$ cat src/design/ipe_step.sv
// One cell of the interval recurrence: best of taking the left or the right pile.
`timescale 1ns / 1ps
`default_nettype none
module ipe_step #(
    parameter int VW = 16,
    parameter int MW = 27
) (
    input  wire logic        [VW-1:0] pile_left,
    input  wire logic        [VW-1:0] pile_right,
    input  wire logic signed [MW-1:0] margin_inner_left,   // span without the left pile
    input  wire logic signed [MW-1:0] margin_inner_right,  // span without the right pile
    output logic signed      [MW-1:0] best
);

    logic signed [MW-1:0] left_ext;
    logic signed [MW-1:0] right_ext;
    logic signed [MW-1:0] take_left;
    logic signed [MW-1:0] take_right;

    assign left_ext   = MW'($signed({1'b0, pile_left}));
    assign right_ext  = MW'($signed({1'b0, pile_right}));
    assign take_left  = left_ext - margin_inner_left;
    assign take_right = right_ext - margin_inner_right;
    assign best       = (take_left > take_right) ? take_left : take_right;

endmodule : ipe_step
`default_nettype wire

$ cat config.mk
export PLATFORM = sky130hd
export DESIGN_NAME = ipe_step
export DESIGN_NICKNAME = d
export VERILOG_FILES = /design/src/design/ipe_step.sv
export SDC_FILE = /design/constraint.sdc
export NUM_CORES = 1
export LEC_CHECK = 0
export ABC_CLOCK_PERIOD_IN_PS = 12950
export BUFFER_PORTS_ARGS = -buffer_cell sky130_fd_sc_hd__buf_2
export CELL_PAD_IN_SITES_DETAIL_PLACEMENT = 0
export CELL_PAD_IN_SITES_GLOBAL_PLACEMENT = 1
export CORE_AREA = 2 2 92 94
export DETAILED_ROUTE_END_ITERATION = 8
export DIE_AREA = 0 0 94 96
export PLACE_DENSITY_LB_ADDON = 0.1
export SLEW_MARGIN = 20
export SYNTH_ARGS = -nofsm -noshare
export SYNTH_HDL_FRONTEND = slang
export SYNTH_SLANG_ARGS = --single-unit
$ cat constraint.sdc
create_clock -name vclk -period 12.95
set_input_delay 2.59 -clock vclk [all_inputs]
set_output_delay 2.59 -clock vclk [all_outputs]
set_load 0.01 [all_outputs]
==> reports/metrics.cfg <==
[logic_synthesis]
synthCells=443
synth_fp_nets=590
syn_area_per_cell_um2=7.11
synth_top_family_by_area=compound AO/OA/AOI/OAI gates
ys_types=63
synth_mux_area_share_pct=8.47
synth-adder-area-share_pct=24.7
seq_area_frac_synth_pct=0
synthesis.area_mm2=0.00315
synthSimpleGateAreaFrac_pct=18.4
yosys.area_share.xor_xnor_pct=11.1
yosys_warnings=0
synth_compound_area_share_pct=27.9

[setup_path]
critPathMaxStageDelay_ns=0.45
critPathMostFrequentCell=inv_1
end_kind=output pin
cp.required_ns=10.36
cpMaxStageDelayCell=mux2i_4
worst_setup_path_start_kind=input pin
worstSetupPathType=input pin to output pin
crit_arrival_ns=7.41
cp_max_fo=22
path_cells=buf_2 -> inv_1 -> ha_1 -> inv_1 -> fa_1 -> a21oi_1 -> o211ai_1 -> a31oi_1 -> o22ai_4 -> o22ai_1 -> xnor2_1 -> inv_1 -> ha_1 -> nand4_1 -> nor4_1 -> inv_1 -> o211ai_1 -> mux2i_4 -> buf_4 -> mux2_1 -> buf_2

[sta]
final.min_clock_period_ns=10.0
tightest_slew_ns=0.647
slew_headroom_pct=56.9
rsz0062_at_grt=no
timing.fmax_ghz=0.100
finalSetupViolCount=0
slew_viol_final=0
layout_worst_path_cycle_share_pct=77.2
finalHoldViolations=0
tns_ns=0
setup_slack_ns=2.95

[placed_design]
gp_congestion=0.870
postPlaceCellArea_mm2=0.00383
port_buffers=113
dp.cells=655
dp_hpwl_um=7440
place_worst_setup_slack_ns=2.98

[floorplanning]
die_area_mm2=0.00902
die-width_um=94
io_pins=113
rows=33
core_mm2=0.00805
die_h_um=96
start_util_pct=39.1

[outcome]
status=finished clean

[grt]
grt_max_degree=23
grt_pass1_wl_um=13900
grt_util_all_layers_pct=18.2
antenna_found_initial=0
grt_pass1_vias=3166
overflow=0

[cells_and_area]
drive_above_1_share_pct=23.3
multiInputGateArea_mm2=0.00286
seq_area_um2=0
final_cells=655
seq_cell_count=0
nFillCells=850
area_growth_syn_to_layout_pct=21.8
clock_buffer_count=0
nets=699
fin_area_mm2=0.00383
n_antenna_cell=0
final_util_pct=47.6

[routing]
dr.pass1.iters=4
wl_per_cell_um=12.8
drtIter0Drc=144
ant_nets=0
routed_wirelength_um=8370
via_per_inst=5.31
detail_route.drc_violations=0
via_count=3477

[power_and_ir_drop]
ir_drop_mv=0.0228
leakage_nw=2.06
power_density_mw_per_mm2=59.7

[clock_network]
cts_resized=0
cts_setup_buffers=0
cts_hold_buf=0

[job]
drv_cap=0

[worst_hold_path]
hp-class=input pin to output pin

==> per-stage QoR <==
stage	hold slack [ns]	power (W)
floorplan	5.37	0.000158
global placement	5.59	0.000228
detailed placement	5.60	0.000230
CTS	5.60	0.000231
global route	5.63	0.000261
finish	5.60	0.000229
==> synthesized netlist by cell type, types with 3 or more instances <==
library cell  instances  area, µm²
o211ai_1              6       45.0
nor3_1               10       50.1
mux2_1                5       56.3
xor2_1               19        166
o221ai_1              3       26.3
a21o_1                9       67.6
ha_1                 59        738
xnor2_1              19        166
inv_1                71        267
a21oi_1              40        200
a31o_2                3       26.3
a211oi_1              6       45.0
or3_1                 7       43.8
nor2_1               23       86.3
nor2b_1               3       18.8
buf_2                 3       15.0
o21ai_1               3       15.0
nand3_1               9       45.0
mux2i_1              21        210
o31ai_1               3       22.5
a21boi_0              3       22.5
o21ai_0              24        120
nand4_1              10       62.6
nand2_1              20       75.1
clkbuf_1              4       15.0
o21a_1                3       22.5
and3_1                7       43.8
nand3b_1              4       30.0
==> layout make-up <==
cell class / count / share of cell area (%)
repair buffers: 114 / 14.9
inverters: 71 / 6.95
well taps: 105 / 3.43
multi-input cells: 365 / 74.7
==> routing by layer <==
metal / vias up / routed length, µm / GRT usage (%)
li1: 1825 / - / -
met1: 1560 / 3840 / 23.8
met2: 90 / 4140 / 35.4
met3: 2 / 385 / 0.392
met4: 0 / 5 / 0
met5: - / 0 / 0
==> power by group <==
group          internal, W  total [W]  switching, W
clock                    0          0             0
sequential               0          0             0
combinational    0.0000995   0.000229      0.000129
total            0.0000995   0.000229      0.000129
==> path summary, 6_finish.rpt <==
check  depth (start not counted)  endpoint  slack, ns                  start
min                            4   best[0]       5.60  margin_inner_right[0]
max                           21   best[1]       2.95           pile_left[0]
==> worst max-delay path, delay by kind of cell <==
| kind | cells | cell delay, ns |
|---|---|---|
| AOI/OAI and AO/OA | 6 | 1.57 |
| xor gates and xnor gates | 1 | 0.21 |
| adders and majority gates | 3 | 0.85 |
| buffers and inverters | 7 | 0.89 |
| muxes | 2 | 0.81 |
| and+or+nand+nor | 2 | 0.48 |
==> cells by family after synthesis <==
kind of cell             after synthesis
buffers and inverters                 78
XOR/XNOR                              39
AO/OA/AOI/OAI                        131
adder cells (fa/ha/maj)               61
AND/OR/NAND/NOR                      108
multiplexers                          26
==> cells in the final DEF (no fill, tap or decap), types with 3 or more instances in the layout <==
cell type,synthesis,final
buf_2,3,113
inv_1,71,71
ha_1,59,59
a21oi_1,40,40
o21ai_0,24,24
nor2_1,23,23
nand2_1,20,20
mux2i_1,21,20
xor2_1,19,19
xnor2_1,19,19
nor3_1,10,10
nand4_1,10,10
a21o_1,9,9
nand3_1,9,9
and3_1,7,7
or3_1,7,7
o211ai_1,6,6
a211oi_1,6,6
mux2_1,5,5
nand3b_1,4,4
nor2b_1,3,3
o21a_1,3,3
a31o_2,3,3
o31ai_1,3,3
o221ai_1,3,3
o21ai_1,3,3
a21boi_0,3,3
(Power assumes the default switching activity.)
